--- src/hw/rtl/sia_pkg.sv ---
// Shared types, field widths and codes for the sample interval arbiter.
// Depends on nothing; every RTL file of the block imports it.
package sia_pkg;

    // Payload widths fixed by the interface.
    localparam int DATA_W       = 32;
    localparam int SESS_FIELD_W = 4;
    localparam int KIND_W       = 2;
    localparam int CFG_ADDR_W   = 3;
    localparam int CFG_DATA_W   = 32;
    localparam int S_TDATA_W    = 40;
    localparam int M_TDATA_W    = 72;

    // A snapping distance at or above this limit is never taken.
    localparam logic [DATA_W-1:0] ERR_LIMIT = 32'h7fff_ffff;

    // Configuration register indexes.
    localparam logic [CFG_ADDR_W-1:0] CFG_RANGE_COUNT    = 3'd0;
    localparam logic [CFG_ADDR_W-1:0] CFG_RANGE0_LOW     = 3'd1;
    localparam logic [CFG_ADDR_W-1:0] CFG_RANGE0_HIGH    = 3'd2;
    localparam logic [CFG_ADDR_W-1:0] CFG_DEFAULT_PERIOD = 3'd7;

    // Request kinds carried on the slave-side tuser.
    localparam logic [KIND_W-1:0] KIND_SET     = 2'd0;
    localparam logic [KIND_W-1:0] KIND_REMOVE  = 2'd1;
    localparam logic [KIND_W-1:0] KIND_DEFAULT = 2'd2;

    // Sequencer states of the top level.
    typedef enum logic [1:0] {
        ST_IDLE,
        ST_SNAP,
        ST_SCAN,
        ST_OUT
    } sia_state_t;

    // One session entry as held by a cell and passed along the ring.
    typedef struct packed {
        logic              present;
        logic [DATA_W-1:0] period;
    } entry_t;

    // Register index of the lower bound of range r.
    function automatic logic [CFG_ADDR_W-1:0] range_low_addr(input int r);
        range_low_addr = CFG_RANGE0_LOW + CFG_ADDR_W'(2 * r);
    endfunction

    // Register index of the upper bound of range r.
    function automatic logic [CFG_ADDR_W-1:0] range_high_addr(input int r);
        range_high_addr = CFG_RANGE0_HIGH + CFG_ADDR_W'(2 * r);
    endfunction

endpackage

--- src/hw/rtl/sia_cell.sv ---
// One session entry of the arbiter's ring of cells.
// Depends on sia_pkg for the entry type.
module sia_cell
    import sia_pkg::*;
(
    input  logic   clk,
    input  logic   rst_n,
    input  logic   shift,
    input  logic   wr_en,
    input  entry_t wr_entry,
    input  entry_t nbr_entry,
    output entry_t entry
);

    entry_t entry_reg;
    entry_t entry_next;

    // During a scan the entry moves on to the neighbour; otherwise it may be written.
    always_comb
    begin
        entry_next = entry_reg;
        if (shift)
        begin
            entry_next = nbr_entry;
        end
        else if (wr_en)
        begin
            entry_next = wr_entry;
        end
    end

    always_ff @(posedge clk or negedge rst_n)
    begin
        if (!rst_n)
        begin
            entry_reg <= '0;
        end
        else
        begin
            entry_reg <= entry_next;
        end
    end

    assign entry = entry_reg;

endmodule

--- src/hw/rtl/sia_snap.sv ---
// Snaps a requested interval to the configured ranges, one range per cycle.
// Depends on sia_pkg for widths and the distance limit.
module sia_snap
    import sia_pkg::*;
#(
    parameter int RANGES = 3,
    localparam int IDX_W = $clog2(RANGES + 1),
    localparam int RIDX_W = (RANGES > 1) ? $clog2(RANGES) : 1
)
(
    input  logic              clk,
    input  logic              rst_n,
    input  logic              start,
    input  logic [DATA_W-1:0] value,
    input  logic [IDX_W-1:0]  range_used,
    input  logic [DATA_W-1:0] range_low [RANGES],
    input  logic [DATA_W-1:0] range_high [RANGES],
    output logic              done,
    output logic [DATA_W-1:0] result
);

    logic              busy_reg;
    logic              busy_next;
    logic [IDX_W-1:0]  idx_reg;
    logic [IDX_W-1:0]  idx_next;
    logic [DATA_W-1:0] val_reg;
    logic [DATA_W-1:0] val_next;
    logic [DATA_W-1:0] best_reg;
    logic [DATA_W-1:0] best_next;
    logic [DATA_W-1:0] best_err_reg;
    logic [DATA_W-1:0] best_err_next;

    logic              in_range;
    logic              below;
    logic              above;
    logic              more_ranges;
    logic [DATA_W-1:0] cur_low;
    logic [DATA_W-1:0] cur_high;
    logic [DATA_W-1:0] err;
    logic [DATA_W-1:0] bound;

    // Distance from the value to the range under test.
    always_comb
    begin
        more_ranges = idx_reg < range_used;
        cur_low     = range_low[idx_reg[RIDX_W-1:0]];
        cur_high    = range_high[idx_reg[RIDX_W-1:0]];
        below       = val_reg < cur_low;
        above       = val_reg > cur_high;
        in_range    = more_ranges && !below && !above;
        if (below)
        begin
            err   = cur_low - val_reg;
            bound = cur_low;
        end
        else
        begin
            err   = val_reg - cur_high;
            bound = cur_high;
        end
    end

    // A zero request, a hit inside a range or the end of the ranges finishes.
    assign done   = busy_reg && (val_reg == '0 || !more_ranges || in_range);
    assign result = (in_range && val_reg != '0) ? val_reg : best_reg;

    // Iteration over the ranges, keeping the nearest bound seen so far.
    always_comb
    begin
        busy_next     = busy_reg;
        idx_next      = idx_reg;
        val_next      = val_reg;
        best_next     = best_reg;
        best_err_next = best_err_reg;
        if (start)
        begin
            busy_next     = 1'b1;
            idx_next      = '0;
            val_next      = value;
            best_next     = '0;
            best_err_next = ERR_LIMIT;
        end
        else if (done)
        begin
            busy_next = 1'b0;
        end
        else if (busy_reg)
        begin
            idx_next = idx_reg + 1'b1;
            if (best_err_reg > err)
            begin
                best_err_next = err;
                best_next     = bound;
            end
        end
    end

    always_ff @(posedge clk or negedge rst_n)
    begin
        if (!rst_n)
        begin
            busy_reg <= 1'b0;
            idx_reg  <= '0;
        end
        else
        begin
            busy_reg <= busy_next;
            idx_reg  <= idx_next;
        end
    end

    always_ff @(posedge clk)
    begin
        val_reg      <= val_next;
        best_reg     <= best_next;
        best_err_reg <= best_err_next;
    end

endmodule

--- src/hw/rtl/sample_interval_arbiter_unit.sv ---
// Top level of the sample interval arbiter: sequencer, ring of session cells,
// configuration registers and output register. Depends on sia_pkg, sia_cell, sia_snap.
//
// Usage: a request word enters on the slave side (s_tvalid/s_tready), with the
// request kind on s_tuser and session and requested interval on s_tdata. Set
// and default requests snap the interval to the configured ranges and store it
// in the session's cell; remove requests clear the cell. The ring of SESSIONS
// cells then rotates once past the evaluator, one entry per cycle, to find the
// winning session and the applied interval. One result word leaves on the
// master side (m_tvalid/m_tready).
// A stored request passes snapping, a full rotation of the ring and the load of
// the output register before m_tvalid; a remove skips the snapping, and an
// ignored request goes straight to the output register. A new request is taken
// only once the sequencer is idle again, after the output register is loaded.
// Reset empties the session table, clears the applied interval and all
// configuration registers. A stalled receiver holds the result word in the
// output register; the next request is still taken and worked on, and its
// result waits until the register is free. Configuration is written through
// cfg_we/cfg_addr/cfg_wdata while no request is in flight, a rule for the user
// that the block itself leaves unenforced.
module sample_interval_arbiter_unit
    import sia_pkg::*;
#(
    parameter int SESSIONS = 16,
    parameter int RANGES = 3
)
(
    input  logic                  clk,
    input  logic                  rst_n,
    // Configuration write port.
    input  logic                  cfg_we,
    input  logic [CFG_ADDR_W-1:0] cfg_addr,
    input  logic [CFG_DATA_W-1:0] cfg_wdata,
    // Request stream.
    input  logic                  s_tvalid,
    output logic                  s_tready,
    // s_tdata from bit 0: session [3:0], requested_period [35:4], zero fill.
    input  logic [S_TDATA_W-1:0]  s_tdata,
    // s_tuser from bit 0: kind [1:0].
    input  logic [KIND_W-1:0]     s_tuser,
    // Result stream.
    output logic                  m_tvalid,
    input  logic                  m_tready,
    // m_tdata from bit 0: stored_period [31:0], has_winner [32],
    // winner_session [36:33], applied_period [68:37], period_changed [69], zero fill.
    output logic [M_TDATA_W-1:0]  m_tdata
);

    localparam int IDX_W  = $clog2(RANGES + 1);
    localparam int SIDX_W = $clog2(SESSIONS);

    // Configuration registers.
    logic [1:0]        range_count_reg;
    logic [DATA_W-1:0] range_low_reg [RANGES];
    logic [DATA_W-1:0] range_high_reg [RANGES];
    logic [DATA_W-1:0] default_reg;

    // Sequencer and evaluation state.
    sia_state_t              state_reg;
    sia_state_t              state_next;
    logic [SIDX_W-1:0]       scan_idx_reg;
    logic [DATA_W-1:0]       chosen_reg;
    logic [SIDX_W-1:0]       best_sess_reg;
    logic                    found_reg;
    logic [DATA_W-1:0]       current_reg;
    logic [SESS_FIELD_W-1:0] sess_reg;

    // Result waiting for the output register.
    logic [DATA_W-1:0]       res_stored_reg;
    logic                    res_has_win_reg;
    logic [SESS_FIELD_W-1:0] res_win_sess_reg;
    logic                    res_changed_reg;

    // Output register.
    logic                    out_valid_reg;
    logic [DATA_W-1:0]       out_stored_reg;
    logic                    out_has_win_reg;
    logic [SESS_FIELD_W-1:0] out_win_sess_reg;
    logic [DATA_W-1:0]       out_applied_reg;
    logic                    out_changed_reg;

    // Request fields.
    logic [SESS_FIELD_W-1:0] in_session;
    logic [DATA_W-1:0]       in_period;
    logic [KIND_W-1:0]       in_kind;
    logic                    accept;
    logic                    sess_ok;
    logic                    act_store;
    logic                    act_remove;

    // Sequencer outputs.
    logic                    snap_start;
    logic                    cell_wr;
    logic                    shift;
    logic                    load_out;

    // Datapath signals.
    logic [IDX_W-1:0]        range_used;
    logic [DATA_W-1:0]       snap_value;
    logic                    snap_done;
    logic [DATA_W-1:0]       snap_result;
    logic [SESS_FIELD_W-1:0] wr_session;
    entry_t                  wr_entry;
    entry_t                  cell_q [SESSIONS];
    entry_t                  head;
    logic                    scan_last;
    logic                    take;
    logic [DATA_W-1:0]       chosen_upd;
    logic [SIDX_W-1:0]       best_sess_upd;
    logic                    found_upd;
    logic [DATA_W-1:0]       win_val;

    // Request decoding.
    assign in_session = s_tdata[SESS_FIELD_W-1:0];
    assign in_period  = s_tdata[SESS_FIELD_W +: DATA_W];
    assign in_kind    = s_tuser;
    assign accept     = s_tvalid && s_tready;
    assign sess_ok    = 32'(in_session) < SESSIONS;
    assign act_store  = sess_ok && (in_kind == KIND_SET ||
                        (in_kind == KIND_DEFAULT && default_reg != '0));
    assign act_remove = sess_ok && in_kind == KIND_REMOVE;
    assign scan_last  = scan_idx_reg == SIDX_W'(SESSIONS - 1);

    // Configuration writes; bounds of ranges beyond RANGES are dropped.
    always_ff @(posedge clk or negedge rst_n)
    begin
        if (!rst_n)
        begin
            range_count_reg <= '0;
            default_reg     <= '0;
            for (int r = 0; r < RANGES; r++)
            begin
                range_low_reg[r]  <= '0;
                range_high_reg[r] <= '0;
            end
        end
        else if (cfg_we)
        begin
            if (cfg_addr == CFG_RANGE_COUNT)
            begin
                range_count_reg <= cfg_wdata[1:0];
            end
            if (cfg_addr == CFG_DEFAULT_PERIOD)
            begin
                default_reg <= cfg_wdata;
            end
            for (int r = 0; r < RANGES; r++)
            begin
                if (cfg_addr == range_low_addr(r))
                begin
                    range_low_reg[r] <= cfg_wdata;
                end
                if (cfg_addr == range_high_addr(r))
                begin
                    range_high_reg[r] <= cfg_wdata;
                end
            end
        end
    end

    // Sequencer next state.
    always_comb
    begin
        state_next = state_reg;
        unique case (state_reg)
            ST_IDLE:
            begin
                if (accept)
                begin
                    if (act_store)
                    begin
                        state_next = ST_SNAP;
                    end
                    else if (act_remove)
                    begin
                        state_next = ST_SCAN;
                    end
                    else
                    begin
                        state_next = ST_OUT;
                    end
                end
            end
            ST_SNAP:
            begin
                if (snap_done)
                begin
                    state_next = ST_SCAN;
                end
            end
            ST_SCAN:
            begin
                if (scan_last)
                begin
                    state_next = ST_OUT;
                end
            end
            ST_OUT:
            begin
                if (!out_valid_reg || m_tready)
                begin
                    state_next = ST_IDLE;
                end
            end
            default:
            begin
                state_next = ST_IDLE;
            end
        endcase
    end

    // Sequencer outputs.
    always_comb
    begin
        s_tready   = 1'b0;
        snap_start = 1'b0;
        cell_wr    = 1'b0;
        shift      = 1'b0;
        load_out   = 1'b0;
        unique case (state_reg)
            ST_IDLE:
            begin
                s_tready   = 1'b1;
                snap_start = s_tvalid && act_store;
                cell_wr    = s_tvalid && act_remove;
            end
            ST_SNAP:
            begin
                cell_wr = snap_done;
            end
            ST_SCAN:
            begin
                shift = 1'b1;
            end
            ST_OUT:
            begin
                load_out = !out_valid_reg || m_tready;
            end
            default:
            begin
                s_tready = 1'b0;
            end
        endcase
    end

    // Range snapping unit.
    assign range_used = (range_count_reg > 2'(RANGES)) ? IDX_W'(RANGES)
                                                        : IDX_W'(range_count_reg);
    assign snap_value = (in_kind == KIND_SET) ? in_period : default_reg;

    sia_snap #(
        .RANGES     (RANGES)
    ) u_snap (
        .clk        (clk),
        .rst_n      (rst_n),
        .start      (snap_start),
        .value      (snap_value),
        .range_used (range_used),
        .range_low  (range_low_reg),
        .range_high (range_high_reg),
        .done       (snap_done),
        .result     (snap_result)
    );

    // Ring of session cells; cell i takes cell i+1's entry on each shift.
    assign wr_session       = (state_reg == ST_IDLE) ? in_session : sess_reg;
    assign wr_entry.present = (state_reg == ST_SNAP);
    assign wr_entry.period  = (state_reg == ST_SNAP) ? snap_result : '0;

    for (genvar i = 0; i < SESSIONS; i++)
    begin : g_cell
        sia_cell u_cell (
            .clk       (clk),
            .rst_n     (rst_n),
            .shift     (shift),
            .wr_en     (cell_wr && 32'(wr_session) == i),
            .wr_entry  (wr_entry),
            .nbr_entry (cell_q[(i + 1) % SESSIONS]),
            .entry     (cell_q[i])
        );
    end

    assign head = cell_q[0];

    // Evaluator: least positive period, ties to lowest session; all zero to highest.
    always_comb
    begin
        take          = head.present &&
                        ((head.period != '0 && head.period < chosen_reg) || chosen_reg == '0);
        chosen_upd    = take ? head.period : chosen_reg;
        best_sess_upd = take ? scan_idx_reg : best_sess_reg;
        found_upd     = found_reg || head.present;
        win_val       = (chosen_upd == '0) ? default_reg : chosen_upd;
    end

    // Scan control and applied interval.
    always_ff @(posedge clk or negedge rst_n)
    begin
        if (!rst_n)
        begin
            state_reg     <= ST_IDLE;
            scan_idx_reg  <= '0;
            chosen_reg    <= '0;
            best_sess_reg <= '0;
            found_reg     <= 1'b0;
            current_reg   <= '0;
        end
        else
        begin
            state_reg <= state_next;
            if (state_reg == ST_SCAN && !scan_last)
            begin
                scan_idx_reg  <= scan_idx_reg + 1'b1;
                chosen_reg    <= chosen_upd;
                best_sess_reg <= best_sess_upd;
                found_reg     <= found_upd;
            end
            else
            begin
                scan_idx_reg  <= '0;
                chosen_reg    <= '0;
                best_sess_reg <= '0;
                found_reg     <= 1'b0;
            end
            if (state_reg == ST_SCAN && scan_last && found_upd)
            begin
                current_reg <= win_val;
            end
        end
    end

    // Result fields gathered while the request is worked on.
    always_ff @(posedge clk)
    begin
        if (accept)
        begin
            sess_reg         <= in_session;
            res_stored_reg   <= '0;
            res_has_win_reg  <= 1'b0;
            res_win_sess_reg <= '0;
            res_changed_reg  <= 1'b0;
        end
        if (state_reg == ST_SNAP && snap_done)
        begin
            res_stored_reg <= snap_result;
        end
        if (state_reg == ST_SCAN && scan_last)
        begin
            res_has_win_reg  <= found_upd;
            res_win_sess_reg <= found_upd ? SESS_FIELD_W'(best_sess_upd) : '0;
            res_changed_reg  <= found_upd && (win_val != current_reg);
        end
    end

    // Output register.
    always_ff @(posedge clk or negedge rst_n)
    begin
        if (!rst_n)
        begin
            out_valid_reg <= 1'b0;
        end
        else if (load_out)
        begin
            out_valid_reg <= 1'b1;
        end
        else if (m_tready)
        begin
            out_valid_reg <= 1'b0;
        end
    end

    always_ff @(posedge clk)
    begin
        if (load_out)
        begin
            out_stored_reg   <= res_stored_reg;
            out_has_win_reg  <= res_has_win_reg;
            out_win_sess_reg <= res_win_sess_reg;
            out_applied_reg  <= current_reg;
            out_changed_reg  <= res_changed_reg;
        end
    end

    assign m_tvalid = out_valid_reg;
    assign m_tdata  = {2'b00, out_changed_reg, out_applied_reg, out_win_sess_reg,
                       out_has_win_reg, out_stored_reg};

    // The snapping unit finishes only while the sequencer waits for it.
    a_snap_done_in_snap : assert property (@(posedge clk) disable iff (!rst_n)
        snap_done |-> state_reg == ST_SNAP)
        else $error("snap unit finished outside the snap state");

    // A full rotation of the ring always ends in the output state.
    a_scan_to_out : assert property (@(posedge clk) disable iff (!rst_n)
        (state_reg == ST_SCAN && scan_last) |=> state_reg == ST_OUT)
        else $error("ring scan did not hand over to the output state");

    // The ring is back in place whenever no scan is running.
    a_scan_idx_home : assert property (@(posedge clk) disable iff (!rst_n)
        state_reg != ST_SCAN |-> scan_idx_reg == '0)
        else $error("scan index left off home position");

    // Without a winner the applied interval cannot have changed.
    a_no_win_no_change : assert property (@(posedge clk) disable iff (!rst_n)
        (out_valid_reg && !out_has_win_reg) |-> !out_changed_reg)
        else $error("interval change reported without a winner");

endmodule

--- config.mk ---
export PLATFORM = sky130hd
export DESIGN_NAME = sample_interval_arbiter_unit
export DESIGN_NICKNAME = d
export VERILOG_FILES = /design/src/hw/rtl/sia_pkg.sv /design/src/hw/rtl/sia_cell.sv /design/src/hw/rtl/sia_snap.sv /design/src/hw/rtl/sample_interval_arbiter_unit.sv
export SDC_FILE = /design/constraint.sdc
export NUM_CORES = 2
export LEC_CHECK = 0
export BUFFER_PORTS_ARGS = -buffer_cell sky130_fd_sc_hd__buf_2
export CORE_MARGIN = 1
export CORE_UTILIZATION = 30
export DETAILED_ROUTE_END_ITERATION = 16
export GPL_TIMING_DRIVEN = 0
export MAX_ROUTING_LAYER = met4
export SYNTH_ARGS = -nofsm -noshare
export SYNTH_HDL_FRONTEND = slang
export SYNTH_SLANG_ARGS = --single-unit
--- constraint.sdc ---
create_clock -name clk -period 9.9 [get_ports clk]
set_input_delay 0.99 -clock clk [delete_from_list [all_inputs] [get_ports clk]]
set_output_delay 0.99 -clock clk [all_outputs]
set_load 0.01 [all_outputs]
==> flow_results.xml <==
<?xml version="1.0" encoding="UTF-8"?>
<metrics>
  <group name="cts">
    <metric name="cts_tree" unit="">done</metric>
    <metric name="post_cts.repair.setup_buffers" unit="">0</metric>
    <metric name="tritoncts_num_sinks" unit="">1041</metric>
    <metric name="clock_tree.root_cell" unit="">sky130_fd_sc_hd__clkbuf_16</metric>
    <metric name="max-clock-path-buffers" unit="">3</metric>
    <metric name="cts_buffers" unit="">110</metric>
    <metric name="hold_buffers" unit="">0</metric>
    <metric name="clock_latency" unit="ns">0.76</metric>
    <metric name="h-tree-depth" unit="">3</metric>
    <metric name="clk_pin_slew_worst_paths" unit="ns">0.06</metric>
    <metric name="cts_resized" unit="">0</metric>
  </group>
  <group name="placement">
    <metric name="place_hpwl" unit="um">133000</metric>
    <metric name="worst_setup_slack_before_clock_tree_synthesis" unit="ns">0.743</metric>
    <metric name="place_area" unit="um2">53000</metric>
    <metric name="globalplace.congestion" unit="">0.987</metric>
    <metric name="port_buffers" unit="">146</metric>
  </group>
  <group name="timing">
    <metric name="worst-slew-pin-transition" unit="ns">1.22</metric>
    <metric name="setup_repair_after_global_routing_missed_its_margin" unit="">false</metric>
    <metric name="fin_worst_skew" unit="ns">0.0504</metric>
    <metric name="relSlewSlack" unit="%">18.4</metric>
    <metric name="final_hold_viol_count" unit="">0</metric>
    <metric name="setup_total_negative_slack" unit="ns">0</metric>
    <metric name="fin_ws" unit="ns">0.508</metric>
    <metric name="final.period_utilization" unit="%">94.9</metric>
    <metric name="layout_min_cycle_time" unit="ns">9.39</metric>
    <metric name="holdWs" unit="ns">0.165</metric>
    <metric name="max_freq" unit="MHz">106</metric>
    <metric name="slew_viol_final" unit="">0</metric>
    <metric name="setup-violations-final" unit="">0</metric>
  </group>
  <group name="floorplan">
    <metric name="num_rows" unit="">148</metric>
    <metric name="floorplan.core_area" unit="um2">163000</metric>
    <metric name="start_util" unit="%">30.2</metric>
    <metric name="io-pin-count" unit="">156</metric>
    <metric name="area_of_the_die" unit="um2">166000</metric>
    <metric name="die_w" unit="um">407</metric>
    <metric name="die_height" unit="um">407</metric>
  </group>
  <group name="synthesis">
    <metric name="synth_top_area_share" unit="%">42.3</metric>
    <metric name="yosys_warnings" unit="">0</metric>
    <metric name="flop_and_latch_count_out_of_synthesis" unit="">1041</metric>
    <metric name="syn_area_per_cell" unit="um2">11.0</metric>
    <metric name="syn_inst" unit="">4476</metric>
    <metric name="synth-edff-count" unit="">144</metric>
    <metric name="synth_area_leader_cell" unit="">sky130_fd_sc_hd__dfrtp_1</metric>
    <metric name="netlist_top_cells_area" unit="">sky130_fd_sc_hd__dfrtp_1 42%, sky130_fd_sc_hd__edfxtp_1 8.8%, sky130_fd_sc_hd__a221o_1 8.5%</metric>
    <metric name="yosysSeqAreaShare" unit="%">53.7</metric>
    <metric name="ys.flop_type" unit="">sky130_fd_sc_hd__dfrtp_1</metric>
    <metric name="mappedNetlistArea" unit="um2">49300</metric>
    <metric name="asyncSetResetFlopFracSynth" unit="%">80.0</metric>
    <metric name="synth.distinct_cells" unit="">84</metric>
  </group>
  <group name="worst_setup_path">
    <metric name="critical-path-slowest-cell" unit="">sky130_fd_sc_hd__clkbuf_1</metric>
    <metric name="worst_setup_path_start_kind" unit="">register</metric>
    <metric name="cpPeakStageDelay" unit="ns">0.85</metric>
    <metric name="cp_max_fo" unit="">10</metric>
    <metric name="worst_ep_arrival_time" unit="ns">10.09</metric>
    <metric name="setup.worst_path.end_class" unit="">register</metric>
    <metric name="required" unit="ns">10.59</metric>
    <metric name="reg2reg_depth" unit="">29</metric>
    <metric name="path_common_cell" unit="">sky130_fd_sc_hd__nand4_1</metric>
    <metric name="worst-setup-path-type" unit="">reg -&gt; reg</metric>
  </group>
  <group name="final_layout">
    <metric name="multiInputGateArea" unit="um2">20800</metric>
    <metric name="drive_above_1_share" unit="%">15.9</metric>
    <metric name="layout.cells.most_common_list" unit="">833 x sky130_fd_sc_hd__dfrtp_1, 657 x sky130_fd_sc_hd__nor2_1, 419 x sky130_fd_sc_hd__a221o_1</metric>
    <metric name="flip_flop_count_of_the_largest_register_all_copies_and_words_added" unit="">528</metric>
    <metric name="flow.area_growth_from_synthesis" unit="%">15.3</metric>
    <metric name="most_frequent_standard_cell_in_the_layout_excluding_fill_and_tap_cells" unit="">sky130_fd_sc_hd__dfrtp_1</metric>
    <metric name="count_of_fill_cells_added_during_filler_insertion" unit="">16317</metric>
    <metric name="seq_area" unit="um2">26500</metric>
    <metric name="finish.instance_area" unit="um2">56800</metric>
    <metric name="nets" unit="">4962</metric>
  </group>
  <group name="routing">
    <metric name="route.detailed.vias_per_inst" unit="">5.44</metric>
    <metric name="detailroute.via_count" unit="">38141</metric>
    <metric name="initialDrtViolationCount" unit="">3872</metric>
    <metric name="wl" unit="um">172000</metric>
    <metric name="firstDrtPassIters" unit="">6</metric>
    <metric name="number_of_antenna_violating_nets_in_the_routed_design" unit="">0</metric>
    <metric name="route.detailed.drc" unit="">0</metric>
    <metric name="detail_route.wl_per_cell" unit="um">24.5</metric>
  </group>
  <group name="pwr">
    <metric name="power_density" unit="nW/um2">342</metric>
    <metric name="p_leak" unit="uW">0.0241</metric>
    <metric name="irDropWorstVdd" unit="mV">0.171</metric>
  </group>
  <group name="grt">
    <metric name="grt_pass1_wl" unit="um">254000</metric>
    <metric name="gr_util_all_layers" unit="%">20.9</metric>
    <metric name="first_global_vias" unit="">37315</metric>
    <metric name="gr-total-overflow" unit="">0</metric>
    <metric name="grt_start_max_net_pins" unit="">125</metric>
    <metric name="antenna_violations_before_repair" unit="">6</metric>
  </group>
  <group name="run_status">
    <metric name="outcome" unit="">complete, no violations</metric>
  </group>
  <group name="worst_hold_path">
    <metric name="hold_class" unit="">in -&gt; async</metric>
  </group>
  <group name="job">
    <metric name="timing.max_cap.violations" unit="">0</metric>
  </group>
</metrics>
==> routing by layer <==
metal  wire length (um)  track usage (%)  up-vias
li1                   -                -    17094
met1              76800             28.4    19313
met2              76300             30.9     1475
met3              12900             4.25      259
met4               5970             6.97        0
met5                  0                -        -
==> through the flow <==
stage | cells | util, % | power [uW]
6_report | 7012 | 34.9 | 19400
5_1_grt | 7011 | 34.9 | 20400
4_1_cts | 7010 | 34.9 | 19300
3_5_place_dp | 6808 | 32.5 | 14900
3_3_place_gp | 6798 | 32.4 | 14800
2_1_floorplan | 4477 | - | 11800
==> critical path: cells and delay by family (launching register included) <==
| family | cells | cell delay, ns |
|---|---|---|
| multiplexers | 1 | 0.35 |
| adder cells (fa/ha/maj) | 2 | 0.66 |
| buffers and inverters | 4 | 2.13 |
| AND/OR/NAND/NOR | 11 | 2.20 |
| flip-flops | 1 | 0.39 |
| AO/OA/AOI/OAI | 11 | 3.55 |
==> power breakdown <==
| group | leakage (uW) | internal (uW) | total [uW] | switching [uW] |
|---|---|---|---|---|
| Sequential | 0.0129 | 5730 | 6840 | 1110 |
| Clock | 0.00188 | 2550 | 4390 | 1840 |
| Combinational | 0.00940 | 3020 | 8180 | 5160 |
| Total | 0.0241 | 11300 | 19400 | 8110 |
==> final cells by class <==
class,count,share of cell area (%)
sequential,1041,46.5
multi-input combinational,2963,36.7
clock buffer,146,5.53
tap,2175,4.79
buffer,341,2.62
timing repair buffer,156,1.76
clock inverter,56,1.18
inverter,132,0.872
antenna,2,0.00881
==> path summary, 6_finish.rpt <==
check	start	slack, ns	end
setup / recovery	u_snap.idx_reg[1]	0.51	u_snap.best_reg[27]
hold / removal	rst_n	0.17	range_high_reg[91]
setup reg to reg	u_snap.idx_reg[1]	0.51	u_snap.best_reg[27]
hold reg to reg	res_stored_reg[29]	0.41	out_stored_reg[29]
max in group asynchronous	rst_n	7.58	g_cell[7].u_cell.entry[12]
min in group clk	res_stored_reg[29]	0.41	out_stored_reg[29]
==> cells by family after synthesis <==
kind of cell / share of synthesized area (%)
AND/OR/NAND/NOR: 10.7
AO/OA/AOI/OAI: 18.1
flip-flops: 53.7
buffers and inverters: 4.03
multiplexers: 8.98
adder cells (fa/ha/maj): 3.46
XOR/XNOR: 1.05
other: 0.00761
==> synth_stat cells, types with 5 or more instances <==
| cell | n |
|---|---|
| sky130_fd_sc_hd__o221ai_1 | 61 |
| sky130_fd_sc_hd__nor2b_4 | 5 |
| sky130_fd_sc_hd__nor3_1 | 21 |
| sky130_fd_sc_hd__o32ai_1 | 7 |
| sky130_fd_sc_hd__nand4_1 | 30 |
| sky130_fd_sc_hd__o211ai_1 | 30 |
| sky130_fd_sc_hd__a2111oi_0 | 6 |
| sky130_fd_sc_hd__a22oi_1 | 46 |
| sky130_fd_sc_hd__a211oi_1 | 45 |
| sky130_fd_sc_hd__dfrtp_1 | 833 |
| sky130_fd_sc_hd__mux2_4 | 23 |
| sky130_fd_sc_hd__nor2_1 | 657 |
| sky130_fd_sc_hd__nand2b_1 | 18 |
| sky130_fd_sc_hd__or2_2 | 5 |
| sky130_fd_sc_hd__a21o_1 | 63 |
| sky130_fd_sc_hd__o21bai_1 | 8 |
| sky130_fd_sc_hd__o22ai_1 | 21 |
| sky130_fd_sc_hd__ha_1 | 133 |
| sky130_fd_sc_hd__xnor2_1 | 38 |
| sky130_fd_sc_hd__a31oi_1 | 13 |
| sky130_fd_sc_hd__clkbuf_1 | 227 |
| sky130_fd_sc_hd__buf_2 | 68 |
| sky130_fd_sc_hd__mux2i_1 | 106 |
| sky130_fd_sc_hd__nand3_1 | 28 |
| sky130_fd_sc_hd__buf_4 | 23 |
| sky130_fd_sc_hd__dfxtp_1 | 64 |
| sky130_fd_sc_hd__buf_1 | 18 |
| sky130_fd_sc_hd__buf_6 | 5 |
| sky130_fd_sc_hd__a221oi_1 | 7 |
| sky130_fd_sc_hd__inv_1 | 132 |
| sky130_fd_sc_hd__nor4_1 | 37 |
| sky130_fd_sc_hd__and3_1 | 39 |
| sky130_fd_sc_hd__o21a_1 | 13 |
| sky130_fd_sc_hd__nor2b_1 | 18 |
| sky130_fd_sc_hd__mux2_2 | 266 |
| sky130_fd_sc_hd__xor2_1 | 21 |
| sky130_fd_sc_hd__nand2_2 | 28 |
| sky130_fd_sc_hd__a21oi_1 | 185 |
| sky130_fd_sc_hd__edfxtp_1 | 144 |
| sky130_fd_sc_hd__o21ai_0 | 170 |
| sky130_fd_sc_hd__a221o_1 | 419 |
| sky130_fd_sc_hd__nand2_1 | 314 |
No activity file was read; power rests on OpenSTA's default activity.
